===== config.mk =====
export PLATFORM = sky130hd
export DESIGN_NAME = tcaa_front
export DESIGN_NICKNAME = d
export VERILOG_FILES = /design/src/hw/rtl/tcaa_pkg.sv /design/src/hw/rtl/tcaa_front.sv
export SDC_FILE = /design/constraint.sdc
export NUM_CORES = 1
export LEC_CHECK = 0
export ABC_AREA = 1
export ABC_CLOCK_PERIOD_IN_PS = 2900
export BUFFER_PORTS_ARGS = -buffer_cell sky130_fd_sc_hd__clkbuf_2
export CAP_MARGIN = 5
export CORE_ASPECT_RATIO = 0.75
export CORE_UTILIZATION = 40
export CTS_CLUSTER_SIZE = 24
export DETAILED_ROUTE_END_ITERATION = 8
export HOLD_SLACK_MARGIN = 0.1
export PLACE_DENSITY_LB_ADDON = 0.12
export SLEW_MARGIN = 20
export SYNTH_ARGS = -nofsm -noshare
export SYNTH_HDL_FRONTEND = slang
export SYNTH_SLANG_ARGS = --single-unit

===== constraint.sdc =====
create_clock -name clock -period 2.9 [get_ports clock]
set_input_delay 0.58 -clock clock [delete_from_list [all_inputs] [get_ports clock]]
set_output_delay 0.58 -clock clock [all_outputs]
set_load 0.03 [all_outputs]

===== src/hw/rtl/tcaa_pkg.sv =====
// Shared types, widths and constants of the triangle check and angle engine.
package tcaa_pkg;

   localparam int SIDE_BITS       = 16;
   localparam int ANGLE_FRAC_BITS = 14;
   localparam int ANGLE_BITS      = 16;

   localparam int MAG_BITS = SIDE_BITS - 1;
   localparam int SQ_BITS  = 2 * MAG_BITS;
   localparam int DEN_BITS = SQ_BITS + 1;
   localparam int NUM_BITS = SQ_BITS + 2;

   localparam int COS_FRAC     = 30;
   localparam int DIV_STEPS    = COS_FRAC;
   localparam int COS_BITS     = COS_FRAC + 1;
   localparam int CSQ_BITS     = 2 * COS_BITS;
   localparam int RAD_BITS     = 2 * COS_FRAC + 1;
   localparam int RES_BITS     = 2 * COS_FRAC + 2;
   localparam int SQRT_STEPS   = COS_FRAC + 1;
   localparam int CORDIC_STEPS = 32;
   localparam int XY_BITS      = COS_FRAC + 4;
   localparam int ANG_SHIFT    = COS_FRAC - ANGLE_FRAC_BITS;

   localparam int ANGLE_LAT = 7 + DIV_STEPS + SQRT_STEPS + CORDIC_STEPS;

   localparam int QUEUE_DEPTH = 4;
   localparam int QPTR_BITS   = $clog2(QUEUE_DEPTH);

   localparam logic [63:0] PI_Q30 = 64'd3373259426;

   typedef struct packed {
      logic signed [SIDE_BITS-1:0] side_a;
      logic signed [SIDE_BITS-1:0] side_b;
      logic signed [SIDE_BITS-1:0] side_c;
   } req_word_type;

   typedef struct packed {
      logic                  valid_res;
      logic [ANGLE_BITS-1:0] angle_a;
      logic [ANGLE_BITS-1:0] angle_b;
      logic [ANGLE_BITS-1:0] angle_c;
   } rsp_word_type;

   typedef struct packed {
      logic                ok;
      logic [MAG_BITS-1:0] a;
      logic [MAG_BITS-1:0] b;
      logic [MAG_BITS-1:0] c;
   } tri_type;

   typedef struct packed {
      logic full;
      logic empty;
   } queue_status_type;

   // Arc tangent of 2^-i in Q30, rounded to nearest.
   function automatic logic signed [XY_BITS-1:0] atan_q30(input int i);
      logic [63:0] v;
      unique case (i)
         0:       v = 64'd843314857;
         1:       v = 64'd497837829;
         2:       v = 64'd263043837;
         3:       v = 64'd133525159;
         4:       v = 64'd67021687;
         5:       v = 64'd33543516;
         6:       v = 64'd16775851;
         7:       v = 64'd8388437;
         8:       v = 64'd4194283;
         9:       v = 64'd2097149;
         31:      v = 64'd1;
         default: v = 64'd1 << (COS_FRAC - i);
      endcase
      return XY_BITS'(v);
   endfunction

endpackage


===== src/hw/rtl/tcaa_front.sv =====
// Front end: accepts side words, checks the triangle and hands it to the queue.
module tcaa_front import tcaa_pkg::*; (
   input  logic             clock,
   input  logic             reset,
   input  logic             req_valid,
   output logic             req_stall,
   input  req_word_type     req_word,
   input  queue_status_type q_stat,
   output logic             push,
   output tri_type          push_ent
);

   logic    vld_ff, vld_in;
   tri_type ent_ff, ent_in;
   logic    accept;

   assign req_stall = vld_ff && q_stat.full;
   assign push      = vld_ff && !q_stat.full;
   assign accept    = req_valid && !req_stall;
   assign push_ent  = ent_ff;

   always_comb begin
      logic [MAG_BITS:0] ab, ac, bc;
      logic              nonneg;
      ent_in.a = req_word.side_a[MAG_BITS-1:0];
      ent_in.b = req_word.side_b[MAG_BITS-1:0];
      ent_in.c = req_word.side_c[MAG_BITS-1:0];
      ab = {1'b0, ent_in.a} + {1'b0, ent_in.b};
      ac = {1'b0, ent_in.a} + {1'b0, ent_in.c};
      bc = {1'b0, ent_in.b} + {1'b0, ent_in.c};
      nonneg = !req_word.side_a[SIDE_BITS-1] && !req_word.side_b[SIDE_BITS-1] &&
               !req_word.side_c[SIDE_BITS-1];
      ent_in.ok = nonneg && (ab > {1'b0, ent_in.c}) && (ac > {1'b0, ent_in.b}) &&
                  (bc > {1'b0, ent_in.a});
   end

   always_comb begin
      vld_in = vld_ff;
      if (accept) begin
         vld_in = 1'b1;
      end else if (push) begin
         vld_in = 1'b0;
      end
   end

   always_ff @(posedge clock) begin
      if (reset) begin
         vld_ff <= 1'b0;
      end else begin
         vld_ff <= vld_in;
      end
      if (accept) begin
         ent_ff <= ent_in;
      end
   end

endmodule


==> summary.md <==
| Metric | Value |
|---|---|
| Worst-path clk slew | `0.06 ns` |
| Share of the synthesized area in the top cell type | `28.8%` |
| CP startpoint kind | `input port` |
| Placed cells | `977` |
| Detailed-route via count | `4752` |
| Endpoint arrival time on the critical path | `2.99 ns` |
| Proportion of synthesized chip area in sequential cells | `29.2%` |
| # port buffers | `99` |
| Routed length per instance | `14.8 um` |
| Total clock buffers created by CTS | `5` |
| Weighted congestion reported at the end of routability-driven placement | `0.925` |
| Antenna violations before repair | `0` |
| Post-layout worst setup margin | `-0.0418 ns` |
| Worst slack at placement | `-0.437 ns` |
| Longest individual stage delay on the worst path | `0.34 ns` |
| Max-cap check violation count | `0` |
| Critical register-to-register path endpoint | `push_ent[45]$_DFFE_PP_` |
| Number of hold buffers added after cts | `0` |
| Min Hold Slack | `0.433 ns` |
| Min cycle time layout | `2.94 ns` |
| Horizontal die dimension | `128 um` |
| Initial Util | `41.2%` |
| Synthesis warning total | `0` |
| Clock Tree Root | `sky130_fd_sc_hd__clkbuf_16` |
| Number of flops mapped to enable cells by yosys | `46` |
| Leading cell type in the layout, fill and taps excluded | `sky130_fd_sc_hd__nand2_1` |
| Share of flip-flops with an asynchronous set or reset | `0%` |
| Total global routing track utilization | `24.0%` |
| Fmax | `0.340 GHz` |
| Detailed placement HPWL | `12200 um` |
| Cell with the largest stage delay on the worst path | `sky130_fd_sc_hd__ha_1` |
| Crit path launch | `req_word[18]` |
| Insertion delay of the later-clocked pin in the worst-skew pair | `0.31 ns` |
| Crit path buffers/inverters | `2` |
| Worst Path Class, Setup | `in2reg` |
| Max Clock Skew | `0.0137 ns` |
| Number of setup violations in the final report | `1` |
| Mean Syn Cell Area | `8.09 sq um` |
| Transition at the pin with the smallest max-transition slack | `0.614 ns` |
| Worst Path Required | `2.95 ns` |
| Clk network pwr share | `21.5%` |
| Launch point of the worst reg-to-reg path | `vld_ff$_SDFFE_PP0P_` |
| Class of the tightest hold or removal check | `in2reg` |
| Leading cell types in the layout, fill and taps excluded | `126 x sky130_fd_sc_hd__nand2_1, 125 x sky130_fd_sc_hd__buf_4, 104 x sky130_fd_sc_hd__inv_1, 96 x sky130_fd_sc_hd__clkbuf_2, 80 x sky130_fd_sc_hd__ha_1` |
| Die Height | `96.8 um` |
| Number of global-route vias before repair | `4591` |
| Failing checks | `negative setup slack` |
| Number of hold-slack violations in the final timing report | `0` |
| Leading cell types by total area after synthesis | `sky130_fd_sc_hd__edfxtp_1 29%, sky130_fd_sc_hd__ha_1 23%, sky130_fd_sc_hd__nand2_1 9.9%, sky130_fd_sc_hd__inv_1 8.5%, sky130_fd_sc_hd__xor2_1 5.7%` |
| 1st-pass router iterations | `5` |
| Pins Over Slew Limit | `0` |
| Worst reg-to-reg setup slack | `1.47 ns` |
| Num ports | `101` |
| Overflow after GRT | `0` |
| Inserted Diodes | `0` |
| Pint | `0.00171 W` |
| Core region area | `11700 sq um` |
| Number of sinks handled by clock tree synthesis | `47` |
| Crit share post-route | `101%` |
| Cell count of the worst reg-to-reg path | `4` |
| CP cell instances | `clkbuf_2, ha_1, a21oi_1, nand2_1, nand2_1, nand2_2, buf_4, xor2_1, ha_1, nand2_1, nor2_2, nand4_1, nor2_1, nand3_1, nand2_1, nor2_2, nand3_1, nor2_1` |
| Remaining design rule violation count | `0` |
| Pwr per Cell Area | `403 nW/um^2` |
| Primary FF master, synth | `sky130_fd_sc_hd__edfxtp_1` |
| PnR Total Power | `0.00274 W` |
| Endpoint type of the worst setup path | `register` |
| Crit path capture | `push_ent[45]$_DFFE_PP_` |
| Fraction of power spent switching nets | `37.6%` |
| Final-layout setup total negative slack | `-0.0418 ns` |
| Post-synthesis cell type with the largest combined area | `sky130_fd_sc_hd__edfxtp_1` |
| Number of flip-flops and latches in the synthesized netlist | `47` |
| Non-Filler Instances | `987` |
| Total of fill cells in the finished design | `1128` |
| Post-synthesis cell count | `593` |
| Gate family responsible for the most delay along the worst path | `simple AND/OR/NAND/NOR gates` |
| Area of the mapped netlist | `4800 sq um` |
| Power spent charging and discharging nets | `0.00103 W` |
| Net count reported at finish | `970` |
| Most used cell, CP | `sky130_fd_sc_hd__nand2_1` |
| IR drop worst, VDD | `0.253 mV` |
| Post-synth net total | `739` |
| Part of the power in combinational logic | `49.1%` |
| Layout cells sized above 1 | `34.8%` |
| Routed vias/inst | `4.81` |
| Global-route wire length before repair | `22700 um` |
| Detailed Route WL | `14600 um` |
| Sequential power share | `29.3%` |
| Number of standard-cell rows in the floorplan | `34` |
| CTS H-Tree Depth | `2` |
| Run status | `finished, violations left` |
| Antenna Nets Post-Route | `0` |
| Synthesis-to-layout area growth | `41.7%` |
| Buffer levels on the longest clock path | `2` |
| TritonCTS clock tree | `built` |
| Largest net degree at the start of global routing | `47` |
| Critical path depth | `18` |
| Die Area | `12400 sq um` |
| Worst-case headroom to the max-slew limit | `59.1%` |
| Unrepaired setup endpoints after global routing | `yes` |
| Detailed Route Iter0 Violations | `243` |
| Lkg Pwr | `3.70 nW` |
| Largest driver fanout on the critical path | `4` |
| Distinct cell type count of the synthesized netlist | `33` |
-- what timing repair did --
item / CTS / global route
gates resized for setup: 25 / 17
pin swaps: 12 / 14
gates cloned: 0 / 0
buffers inserted: 2 / 0
endpoints found under the setup margin: 1 / 1
-- metal layers --
layer  global-route usage (%)  vias up  routed length [um]  part of all wire, %
li1                         -     2443                   -                    -
met2                     36.5      113                6220                   43
met1                     35.9     2183                7550                   52
met4                     5.16        0                 151                  1.0
met5                        0        -                   0                    0
met3                     2.77       13                 657                  4.5
-- through the flow --
| stage | util (%) | cell area, sq um |
|---|---|---|
| floorplan | - | 4800 |
| global placement | 55.1 | 6430 |
| detailed placement | 55.1 | 6430 |
| CTS | 57.6 | 6720 |
| global route | 58.3 | 6800 |
| finish | 58.3 | 6800 |
-- cell type report --
class / count / area [sq um] / area share, %
Clock buffer: 6 / 129 / 1.90
Clock inverter: 2 / 13.8 / 0.202
Inverter: 109 / 409 / 6.02
Multi-Input combinational cell: 437 / 3180 / 46.8
Sequential cell: 47 / 1400 / 20.6
Tap cell: 162 / 203 / 2.98
Timing Repair Buffer: 224 / 1460 / 21.5
-- cells in the mapped netlist (2+ instances only) --
library cell / number
sky130_fd_sc_hd__nand3_1: 33
sky130_fd_sc_hd__nor2_1: 32
sky130_fd_sc_hd__nand2_2: 8
sky130_fd_sc_hd__inv_1: 108
sky130_fd_sc_hd__o21ai_2: 3
sky130_fd_sc_hd__nor3_1: 6
sky130_fd_sc_hd__edfxtp_1: 46
sky130_fd_sc_hd__fa_1: 3
sky130_fd_sc_hd__a21o_1: 7
sky130_fd_sc_hd__nand4_1: 6
sky130_fd_sc_hd__xor2_1: 31
sky130_fd_sc_hd__ha_1: 90
sky130_fd_sc_hd__a211oi_1: 3
sky130_fd_sc_hd__o21bai_1: 5
sky130_fd_sc_hd__a31oi_1: 2
sky130_fd_sc_hd__nand2_1: 127
sky130_fd_sc_hd__a21oi_1: 47
sky130_fd_sc_hd__xnor2_1: 7
sky130_fd_sc_hd__nor2_2: 2
sky130_fd_sc_hd__o21ai_0: 7
sky130_fd_sc_hd__o21a_1: 3
sky130_fd_sc_hd__a21oi_2: 5
sky130_fd_sc_hd__nand3_2: 2
-- power by group through the flow --
stage	Combinational (W)	Clock (W)	Sequential [W]
floorplan	0.000695	0	0.000897
global placement	0.00125	0	0.000817
global route	0.00150	0.000625	0.000807
finish	0.00135	0.000590	0.000803
CTS	0.00132	0.000598	0.000804
detailed placement	0.00127	0	0.000819
-- registers in the layout, summed over array words and instances, names as in the netlist --
register and count:
push_ent 46, vld_ff 1
-- worst min-delay path by stage --
| stage | cells after the start | endpoint | slack [ns] | start |
|---|---|---|---|---|
| final | 2 | vld_ff$_SDFFE_PP0P_ | 0.43 | reset |
| after global routing | 2 | vld_ff$_SDFFE_PP0P_ | 0.44 | reset |
| after CTS | 2 | vld_ff$_SDFFE_PP0P_ | 0.43 | reset |
| after detailed placement | 2 | vld_ff$_SDFFE_PP0P_ | 0.47 | vld_ff$_SDFFE_PP0P_ |
| after global placement | 2 | vld_ff$_SDFFE_PP0P_ | 0.46 | vld_ff$_SDFFE_PP0P_ |
| after floorplan | 2 | vld_ff$_SDFFE_PP0P_ | 0.45 | vld_ff$_SDFFE_PP0P_ |
-- cell families after synthesis --
group	after synthesis	share of synthesized area (%)
xor gates and xnor gates	38	6.94
and+or+nand+nor	219	19.5
adders and majority gates	93	24.7
AOI/OAI and AO/OA	87	11.1
DFF	47	29.2
buffers and inverters	109	8.53
(Power assumes the default switching activity.)
