$ cat config.mk
export PLATFORM = sky130hd
export DESIGN_NAME = tcaa_queue
export DESIGN_NICKNAME = d
export VERILOG_FILES = /design/src/hw/rtl/tcaa_pkg.sv /design/src/hw/rtl/tcaa_queue.sv
export SDC_FILE = /design/constraint.sdc
export NUM_CORES = 1
export LEC_CHECK = 0
export ABC_CLOCK_PERIOD_IN_PS = 3150
export BUFFER_PORTS_ARGS = -buffer_cell sky130_fd_sc_hd__buf_2
export CAP_MARGIN = 20
export CORE_MARGIN = 4
export CORE_UTILIZATION = 50
export CTS_CLUSTER_DIAMETER = 200
export DETAILED_ROUTE_END_ITERATION = 7
export PLACE_DENSITY = 0.78
export REMOVE_ABC_BUFFERS = 1
export SLEW_MARGIN = 5
export SYNTH_ARGS = -nofsm -noshare
export SYNTH_HDL_FRONTEND = slang
export SYNTH_SLANG_ARGS = --single-unit
$ cat constraint.sdc
create_clock -name clock -period 3.15 [get_ports clock]
set_input_delay 0.7875 -clock clock [delete_from_list [all_inputs] [get_ports clock]]
set_output_delay 0.7875 -clock clock [all_outputs]
set_load 0.02 [all_outputs]
$ cat src/hw/rtl/tcaa_pkg.sv
// Shared types, widths and constants of the triangle check and angle engine.
package tcaa_pkg;

   localparam int SIDE_BITS       = 16;
   localparam int ANGLE_FRAC_BITS = 14;
   localparam int ANGLE_BITS      = 16;

   localparam int MAG_BITS = SIDE_BITS - 1;
   localparam int SQ_BITS  = 2 * MAG_BITS;
   localparam int DEN_BITS = SQ_BITS + 1;
   localparam int NUM_BITS = SQ_BITS + 2;

   localparam int COS_FRAC     = 30;
   localparam int DIV_STEPS    = COS_FRAC;
   localparam int COS_BITS     = COS_FRAC + 1;
   localparam int CSQ_BITS     = 2 * COS_BITS;
   localparam int RAD_BITS     = 2 * COS_FRAC + 1;
   localparam int RES_BITS     = 2 * COS_FRAC + 2;
   localparam int SQRT_STEPS   = COS_FRAC + 1;
   localparam int CORDIC_STEPS = 32;
   localparam int XY_BITS      = COS_FRAC + 4;
   localparam int ANG_SHIFT    = COS_FRAC - ANGLE_FRAC_BITS;

   localparam int ANGLE_LAT = 7 + DIV_STEPS + SQRT_STEPS + CORDIC_STEPS;

   localparam int QUEUE_DEPTH = 4;
   localparam int QPTR_BITS   = $clog2(QUEUE_DEPTH);

   localparam logic [63:0] PI_Q30 = 64'd3373259426;

   typedef struct packed {
      logic signed [SIDE_BITS-1:0] side_a;
      logic signed [SIDE_BITS-1:0] side_b;
      logic signed [SIDE_BITS-1:0] side_c;
   } req_word_type;

   typedef struct packed {
      logic                  valid_res;
      logic [ANGLE_BITS-1:0] angle_a;
      logic [ANGLE_BITS-1:0] angle_b;
      logic [ANGLE_BITS-1:0] angle_c;
   } rsp_word_type;

   typedef struct packed {
      logic                ok;
      logic [MAG_BITS-1:0] a;
      logic [MAG_BITS-1:0] b;
      logic [MAG_BITS-1:0] c;
   } tri_type;

   typedef struct packed {
      logic full;
      logic empty;
   } queue_status_type;

   // Arc tangent of 2^-i in Q30, rounded to nearest.
   function automatic logic signed [XY_BITS-1:0] atan_q30(input int i);
      logic [63:0] v;
      unique case (i)
         0:       v = 64'd843314857;
         1:       v = 64'd497837829;
         2:       v = 64'd263043837;
         3:       v = 64'd133525159;
         4:       v = 64'd67021687;
         5:       v = 64'd33543516;
         6:       v = 64'd16775851;
         7:       v = 64'd8388437;
         8:       v = 64'd4194283;
         9:       v = 64'd2097149;
         31:      v = 64'd1;
         default: v = 64'd1 << (COS_FRAC - i);
      endcase
      return XY_BITS'(v);
   endfunction

endpackage

$ cat src/hw/rtl/tcaa_queue.sv
// Short queue that decouples the front end from the angle pipeline.
module tcaa_queue import tcaa_pkg::*; (
   input  logic             clock,
   input  logic             reset,
   input  logic             push,
   input  tri_type          push_ent,
   input  logic             pop,
   output tri_type          head,
   output queue_status_type q_stat
);

   tri_type              mem [0:QUEUE_DEPTH-1];
   logic [QPTR_BITS-1:0] wr_ff, wr_in, rd_ff, rd_in;
   logic [QPTR_BITS:0]   cnt_ff, cnt_in;

   assign head         = mem[rd_ff];
   assign q_stat.full  = (cnt_ff == (QPTR_BITS+1)'(QUEUE_DEPTH));
   assign q_stat.empty = (cnt_ff == '0);

   always_comb begin
      wr_in  = push ? wr_ff + 1'b1 : wr_ff;
      rd_in  = pop ? rd_ff + 1'b1 : rd_ff;
      cnt_in = cnt_ff + (QPTR_BITS+1)'(push) - (QPTR_BITS+1)'(pop);
   end

   always_ff @(posedge clock) begin
      if (reset) begin
         wr_ff  <= '0;
         rd_ff  <= '0;
         cnt_ff <= '0;
      end else begin
         wr_ff  <= wr_in;
         rd_ff  <= rd_in;
         cnt_ff <= cnt_in;
      end
      if (push) begin
         mem[wr_ff] <= push_ent;
      end
   end

endmodule

==> results of run 1 <==
==> worst register-to-register path, stage by stage (launching register included) <==
cell and delay, ns:
dfxtp_1 0.35, inv_1 0.06, ha_1 0.27, inv_1 0.04
ha_1 0.19, fa_1 0.36, xor3_1 0.37, nor2_1 0.04
==> state kept, by name (all words and copies together) (netlist names), named ones only <==
register and cells:
cnt_ff 3, wr_ff 2, mem 184, rd_ff 2
==> Yosys cell counts <==
master	count	area [sq um]
nor3_1	1	5.00
a21bo_2	1	10.0
nand3b_1	1	7.51
mux4_2	40	901
buf_2	4	20.0
nor2_1	5	18.8
xnor2_1	2	17.5
xor3_1	1	23.8
a21oi_1	1	5.00
and2_1	4	25.0
clkbuf_2	1	5.00
edfxtp_1	184	5530
dfxtp_1	9	180
and3_1	1	6.26
fa_1	1	20.0
inv_1	6	22.5
nor2b_1	2	12.5
mux2i_1	1	10.0
buf_12	4	80.1
buf_6	1	11.3
mux4_1	6	158
ha_1	6	75.1
==> cell families after synthesis <==
kind of cell	count (synthesis)	share of synthesized area
XOR/XNOR	3	0.00578
AND/OR/NAND/NOR	14	0.0105
flip-flops	193	0.799
AO/OA/AOI/OAI	2	0.00210
buffers and inverters	16	0.0195
adder cells (fa/ha/maj)	7	0.0133
multiplexers	47	0.150
==> power groups by stage <==
stage	logic, mW	clock network [mW]	registers [mW]
2_1_floorplan	0.379	0	3.07
3_3_place_gp	0.625	0	3.05
3_5_place_dp	0.639	0	3.06
4_1_cts	0.642	2.09	3.00
5_1_grt	0.675	2.22	3.01
6_report	0.627	2.04	3.00
==> path summary, 6_finish.rpt <==
kind	start	end	slack, ns	cells past startpoint
setup / recovery	flop	head[39]	0.28	3
hold / removal	rd_ff[0]$_SDFFE_PP0P_	flop	0.57	2
setup reg to reg	cnt_ff[0]$_SDFF_PP0_	cnt_ff[2]$_SDFF_PP0_	1.37	7
hold reg to reg	rd_ff[0]$_SDFFE_PP0P_	flop	0.57	2
==> area by class of cell <==
cell class | count | area (sq um) | area share
sequential | 193 | 5710 | 0.676
multi-input combinational | 73 | 1300 | 0.154
clock buffer | 17 | 425 | 0.0503
inverter | 6 | 22.5 | 0.00267
tap | 180 | 225 | 0.0267
clock inverter | 15 | 148 | 0.0175
timing repair buffer | 108 | 618 | 0.0732
==> per-layer routing <==
metal | vias to the layer above | wire length [um] | track usage | share of wire
met5 | - | 13 | 0 | 0.0011
met4 | 2 | 89 | 0.0391 | 0.0075
met3 | 11 | 798 | 0.0652 | 0.067
met2 | 92 | 6250 | 0.263 | 0.52
met1 | 1652 | 4760 | 0.194 | 0.40
li1 | 1427 | - | - | -
==> results by group, run 1 <==
Route
  • Via count: 3184
  • Drt total wl: 11900 um
  • DRT antenna net count: 0
  • Pre-antenna DRT Iters: 4
  • Post-DR wirelength/cell: 20.1 um
  • Initial DRC count: 179
  • Vias/cell: 5.38
  • DRC: 0

Pwr
  • Int Pwr: 4.34 mW
  • Logic pwr share: 0.111
  • Worst VDD drop: 0.630 mV
  • Final Power: 5.67 mW
  • Seq pwr share: 0.529
  • LEAKAGE: 2.90 nW
  • Clock power share: 0.361
  • P_sw: 1.33 mW
  • Switching Fraction: 0.235
  • Power per cell area: 671 nW/um^2

Synth
  • Yosys reg bits: 193
  • Register area share after synthesis: 0.799
  • Post-Syn Area: 7140 sq um
  • Instance count of the mapped netlist: 282
  • Number of synthesis warnings: 0
  • Synthesized area per cell: 25.3 sq um
  • Yosys cell types: 22

Critical path
  • WP data required: 2.36 ns
  • Highest-delay cell along the critical path: dfxtp_4
  • Arrival time worst endpoint: 2.08 ns
  • CP Class: flop to output pin
  • CP bufs+invs: 2
  • Setup crit start kind: flop
  • Worst setup EP type: output pin
  • Crit path cell chain: buf_4 > mux4_2 > buf_2
  • Critical Path Max Stage Delay: 0.63 ns
  • CP top delay family: flip-flops
  • CP Max Fanout: 21

Final layout
  • Final Non-Filler Cells: 592
  • Area grow syn2layout: 18.3%
  • Final core utilization: 0.606
  • Layout cells sized above 1: 0.451
  • Nets: 456
  • Design area: 8450 sq um
  • Commonest non-fill, non-tap cell in the layout: edfxtp_1
  • Diode count: 0
  • Fill cell count: 967
  • Commonest non-fill, non-tap cells in the layout: edfxtp_1, buf_2, mux4_2

Min path
  • Hold Path Class: flop to flop

Timing
  • Endpoints failing setup: 0
  • Minimum clock period: 2.87 ns
  • RSZ-0062 raised after global routing: no
  • Fmax: 348 MHz
  • PnR worst setup slack: 0.278 ns
  • Final hold vios: 0
  • Least-Margin Pin Slew: 0.465 ns
  • Hold_ws: 0.572 ns
  • Pins Over Slew Limit: 0
  • Layout Skew: 0.00694 ns
  • Final Cycle Share: 0.912
  • Relative slew slack: 0.690
  • Setup_tns: 0 ns

CTS
  • CTS tree: built
  • Post-CTS sizing: 0
  • Root buffer cell: clkbuf_16
  • # hold bufs at CTS: 0
  • Max Buffers Root-to-Sink: 2
  • TritonCTS Buffers: 17
  • H-tree levels: 4
  • Clk pin slew, worst setup/hold paths: 0.07 ns
  • Worst skew pair latency: 0.42 ns
  • Clk sinks: 193
  • Post-CTS setup buffers: 0

Die
  • Die Area: 16300 sq um
  • Chip height: 127 um
  • CORE AREA: 13900 sq um
  • IO Pins: 98
  • DIE WIDTH: 127 um
  • Initial Util: 0.512
  • Rows: 43

Place
  • DP Wirelength: 7780 um
  • Worst slack, placed: 0.671 ns
  • RD Place Congestion: 0.666
  • Placed cell areas: 7880 sq um
  • # port buffers: 97
  • Placed cells: 560

GRT
  • Vias in the first global route: 3456
  • Largest net degree at the start of global routing: 34
  • Grt ovf: 0
  • Total track usage: 0.158
  • First-pass GRT wire length: 19000 um
  • Initial antenna violation count: 1

Job
  • Max-Cap Viols: 0

Outcome
  • Status: finished clean
(Power assumes the default switching activity.)
==> inputs of run 2 (changes only) <==
CORE_MARGIN = 3   (was 4)
==> results by group, run 2 (synthesized netlist as in run 1, its figures left out) <==
Timing
  • PnR worst setup slack: 0.283 ns (+0.00496 ns)
  • Final Cycle Share: 0.910 (-0.00157)
  • Relative slew slack: 0.691 (+0.000717)
  • RSZ-0062 raised after global routing: no
  • Fmax: 349 MHz (+0.17%)
  • Final hold vios: 0 (unchanged)
  • Minimum clock period: 2.87 ns (-0.00496 ns)
  • Layout Skew: 0.00864 ns (+0.00171 ns)
  • Setup_tns: 0 ns (unchanged)
  • Pins Over Slew Limit: 0 (unchanged)
  • Endpoints failing setup: 0 (unchanged)
  • Hold_ws: 0.554 ns (-0.0183 ns)
  • Least-Margin Pin Slew: 0.464 ns (-0.00107 ns)

GRT
  • Largest net degree at the start of global routing: 21 (-38%)
  • Grt ovf: 0 (unchanged)
  • Vias in the first global route: 3476 (+0.58%)
  • Initial antenna violation count: 1 (unchanged)
  • First-pass GRT wire length: 19700 um (+3.7%)
  • Total track usage: 0.167 (+0.00904)

Outcome
  • Status: finished clean

Place
  • Worst slack, placed: 0.670 ns (-0.000679 ns)
  • Placed cell areas: 7870 sq um (-0.13%)
  • Placed cells: 562 (+0.36%)
  • RD Place Congestion: 0.699 (+5.0%)
  • DP Wirelength: 7970 um (+2.4%)
  • # port buffers: 97 (unchanged)

Final layout
  • Diode count: 0 (unchanged)
  • Area grow syn2layout: 18.0%
  • Biggest regs: mem: 184 flops, cnt_ff: 3 flops
  • Design area: 8420 sq um (-0.31%)
  • Top reg by flops: mem
  • Nets: 458 (+0.44%)
  • Commonest non-fill, non-tap cells in the layout: edfxtp_1, buf_2, mux4_2
  • Layout cells sized above 1: 0.444 (-0.00701)
  • Final Non-Filler Cells: 594 (+0.34%)
  • Final core utilization: 0.604 (-0.00189)
  • Max reg flops: 184 (unchanged)
  • Commonest non-fill, non-tap cell in the layout: edfxtp_1

CTS
  • # hold bufs at CTS: 0 (unchanged)
  • TritonCTS Buffers: 17 (unchanged)
  • Max Buffers Root-to-Sink: 2 (unchanged)
  • CTS tree: built
  • Post-CTS setup buffers: 0 (unchanged)
  • Clk sinks: 193 (unchanged)
  • Clk pin slew, worst setup/hold paths: 0.06 ns (about the same)
  • Worst skew pair latency: 0.43 ns (about the same)
  • Root buffer cell: clkbuf_16
  • H-tree levels: 4 (unchanged)
  • Post-CTS sizing: 0 (unchanged)

Route
  • Post-DR wirelength/cell: 20.9 um (+3.6%)
  • Pre-antenna DRT Iters: 4 (unchanged)
  • Drt total wl: 12400 um (+4.0%)
  • DRT antenna net count: 0 (unchanged)
  • Vias/cell: 5.37 (-0.21%)
  • DRC: 0 (unchanged)
  • Initial DRC count: 253 (+41%)
  • Via count: 3188 (+0.13%)

Pwr
  • Final Power: 5.67 mW (+0.10%)
  • LEAKAGE: 2.90 nW (about the same)
  • Worst VDD drop: 0.347 mV (-45%)
  • Power per cell area: 673 nW/um^2 (+0.42%)

Critical path
  • Arrival time worst endpoint: 2.08 ns (about the same)
  • Setup crit start kind: flop
  • WP data required: 2.36 ns (about the same)
  • CP Max Fanout: 19 (-9.5%)
  • Worst setup EP type: output pin
  • CP Class: flop to output pin

Min path
  • Hold Path Class: flop to flop

Die
  • Initial Util: 0.512 (unchanged)
  • CORE AREA: 13900 sq um (unchanged)
  • Rows: 43 (unchanged)
  • Die Area: 15700 sq um (-3.1%)
  • IO Pins: 98 (unchanged)
  • Chip height: 125 um (-1.6%)
  • DIE WIDTH: 125 um (-1.6%)

Job
  • Max-Cap Viols: 0 (unchanged)
[run 2: area by class of cell]
class                           instances  area [sq um]
Sequential cell                       193          5710
Fill cell                             984          5510
Multi-Input combinational cell         73          1300
Timing Repair Buffer                  110           608
Clock buffer                           22           444
Tap cell                              180           225
Clock inverter                         10           113
Inverter                                6          22.5
[run 2: path summary, 6_finish.rpt]
path                                            start                   end  slack [ns]  cells past startpoint
worst max-delay path                             flop              head[43]        0.28                      3
worst min-delay path            rd_ff[0]$_SDFFE_PP0P_                  flop        0.55                      2
worst max register to register   cnt_ff[0]$_SDFF_PP0_  cnt_ff[2]$_SDFF_PP0_        1.40                      7
worst min register to register  rd_ff[0]$_SDFFE_PP0P_                  flop        0.55                      2
[run 2: where the power goes]
| part | leakage (nW) | internal [mW] | switching [mW] |
|---|---|---|---|
| Clock | 0.269 | 1.17 | 0.877 |
| Combinational | 0.866 | 0.274 | 0.351 |
| Sequential | 1.77 | 2.95 | 0.0547 |
[run 2: routing by layer]
metal / vias up / GRT usage / wire [um]
met1: 1657 / 0.229 / 5410
li1: 1426 / - / -
met4: 2 / 0.0593 / 171
met3: 21 / 0.0534 / 646
met5: - / 0 / 13
met2: 82 / 0.258 / 6150
[run 2: worst max-delay path: stages (launching register included)]
cell and delay (ns):
dfxtp_4 0.59, buf_12 0.24, mux4_1 0.62, buf_2 0.19
==> inputs of run 3 (changes only) <==
ABC_CLOCK_PERIOD_IN_PS = 3600   (was 3150)
CORE_ASPECT_RATIO = 2   (was not set)
clock period = 3.6 ns   (was 3.15 ns; I/O delays follow)
==> results by group, run 3 (synthesized netlist as in run 1, its figures left out) <==
Outcome
  • Status: finished clean

Critical path
  • Setup crit start kind: flop
  • Worst setup EP type: output pin
  • Arrival time worst endpoint: 2.10 ns (+0.02 ns)
  • WP data required: 2.70 ns (+0.34 ns)
  • Crit path cell chain: buf_12 > mux4_1 > buf_2
  • CP Class: flop to output pin
  • CP Max Fanout: 24 (+5)
  • Highest-delay cell along the critical path: dfxtp_4
  • Critical Path Max Stage Delay: 0.66 ns (+0.04 ns)

Place
  • Placed cell areas: 7870 sq um (about the same)
  • # port buffers: 97 (unchanged)
  • RD Place Congestion: 0.700 (+0.19%)
  • DP Wirelength: 7910 um (-0.70%)
  • Placed cells: 565 (+0.53%)

Die
  • CORE AREA: 14000 sq um (+0.23%)
  • Chip height: 175 um (+39%)
  • DIE WIDTH: 90.5 um (-28%)
  • Initial Util: 0.511 (-0.00119)
  • IO Pins: 98 (unchanged)
  • Die Area: 15800 sq um (+0.55%)
  • Rows: 61 (+42%)

Final layout
  • Area grow syn2layout: 19.9%
  • Commonest non-fill, non-tap cells in the layout: edfxtp_1, buf_2, mux4_2
  • Commonest non-fill, non-tap cell in the layout: edfxtp_1
  • Final Non-Filler Cells: 597 (+0.51%)
  • Nets: 452 (-1.3%)
  • Top reg by flops: mem
  • Design area: 8560 sq um (+1.6%)
  • Max reg flops: 184 (unchanged)
  • Biggest regs: mem: 184 flops, cnt_ff: 3 flops
  • Layout cells sized above 1: 0.443 (-0.00109)

Pwr
  • Worst VDD drop: 0.382 mV (+10%)
  • Final Power: 5.31 mW (-6.4%)
  • Power per cell area: 620 nW/um^2 (-7.9%)
  • LEAKAGE: 2.94 nW (+1.5%)

Min path
  • Hold Path Class: flop to flop

CTS
  • # hold bufs at CTS: 0 (unchanged)
  • Post-CTS sizing: 0 (unchanged)
  • Clk pin slew, worst setup/hold paths: 0.06 ns (about the same)
  • Post-CTS setup buffers: 0 (unchanged)
  • Clk sinks: 193 (unchanged)
  • H-tree levels: 4 (unchanged)
  • TritonCTS Buffers: 17 (unchanged)
  • CTS tree: built
  • Root buffer cell: clkbuf_16
  • Max Buffers Root-to-Sink: 2 (unchanged)
  • Worst skew pair latency: 0.42 ns (about the same)

Route
  • DRT antenna net count: 0 (unchanged)
  • Initial DRC count: 227 (-10%)
  • DRC: 0 (unchanged)
  • Vias/cell: 5.30 (-1.3%)
  • Via count: 3164 (-0.75%)
  • Pre-antenna DRT Iters: 4 (unchanged)
  • Post-DR wirelength/cell: 20.6 um (-1.0%)
  • Drt total wl: 12300 um (-0.52%)

GRT
  • Grt ovf: 0 (unchanged)
  • Vias in the first global route: 3450 (-0.75%)
  • Largest net degree at the start of global routing: 31 (+48%)
  • First-pass GRT wire length: 19900 um (+1.2%)
  • Total track usage: 0.170 (+0.00306)
  • Initial antenna violation count: 5 (+4)

Timing
  • Pins Over Slew Limit: 0 (unchanged)
  • Minimum clock period: 3.00 ns
  • Endpoints failing setup: 0 (unchanged)
  • Relative slew slack: 0.601 (-0.0896)
  • Fmax: 333 MHz
  • Layout Skew: 0.00673 ns (-0.00191 ns)
  • RSZ-0062 raised after global routing: no
  • Final hold vios: 0 (unchanged)
  • Final Cycle Share: 0.835
  • Least-Margin Pin Slew: 0.598 ns (+0.134 ns)

Job
  • Max-Cap Viols: 0 (unchanged)
[run 3: cell count changes in the layout (fill, tap and decap cells not counted)]
cell	previous run	this run
buf_12	2	5
buf_4	11	2
bufinv_16	2	7
clkbuf_1	5	0
clkinv_1	0	1
clkinv_2	4	1
clkinv_4	0	1
clkinvlp_4	2	0
diode_2	0	2
inv_8	0	1
[run 3: cell type report]
type | instances | area [sq um]
diodes | 2 | 5.00
clock buffers | 17 | 425
well taps | 189 | 236
flip-flops and latches | 193 | 5710
inverters | 6 | 22.5
multi-input cells | 73 | 1300
repair buffers | 104 | 601
fillers | 960 | 5410
clock inverters | 13 | 256
[run 3: per-stage QoR]
stage / util / hold WS [ns] / TNS [ns] / setup slack [ns]
detailed placement: 0.563 / 0.533 / 0 / 0.966
global placement: 0.563 / 0.503 / 0 / 0.959
CTS: 0.612 / 0.542 / 0 / 0.499
global route: 0.613 / 0.570 / 0 / 0.419
floorplan: - / 0.492 / -0.312 / -0.0520
finish: 0.613 / 0.543 / 0 / 0.596
[run 3: report_power, final]
group | switching [mW] | internal, mW
logic | 0.298 | 0.240
clock network | 0.763 | 1.37
registers | 0.0548 | 2.58
[run 3: final timing paths]
path | from | to | slack [ns] | depth (start not counted)
worst max-delay path | flop | head[45] | 0.60 | 3
worst min-delay path | rd_ff[1]$_SDFFE_PP0P_ | flop | 0.54 | 2
worst max register to register | cnt_ff[0]$_SDFF_PP0_ | cnt_ff[2]$_SDFF_PP0_ | 1.80 | 7
worst min register to register | rd_ff[1]$_SDFFE_PP0P_ | flop | 0.54 | 2
[run 3: worst max-delay path, delay by kind of cell, from the launching register on]
kind | cells | cell delay (ns)
buf+inv | 2 | 0.44
flops | 1 | 0.66
mux | 1 | 0.57
[run 3: per-layer routing]
| layer | vias up | global-route usage | wire length, um |
|---|---|---|---|
| li1 | 1419 | - | - |
| met5 | - | 0 | 34 |
| met3 | 15 | 0.0526 | 524 |
| met2 | 88 | 0.289 | 6980 |
| met4 | 6 | 0.0614 | 189 |
| met1 | 1636 | 0.205 | 4600 |
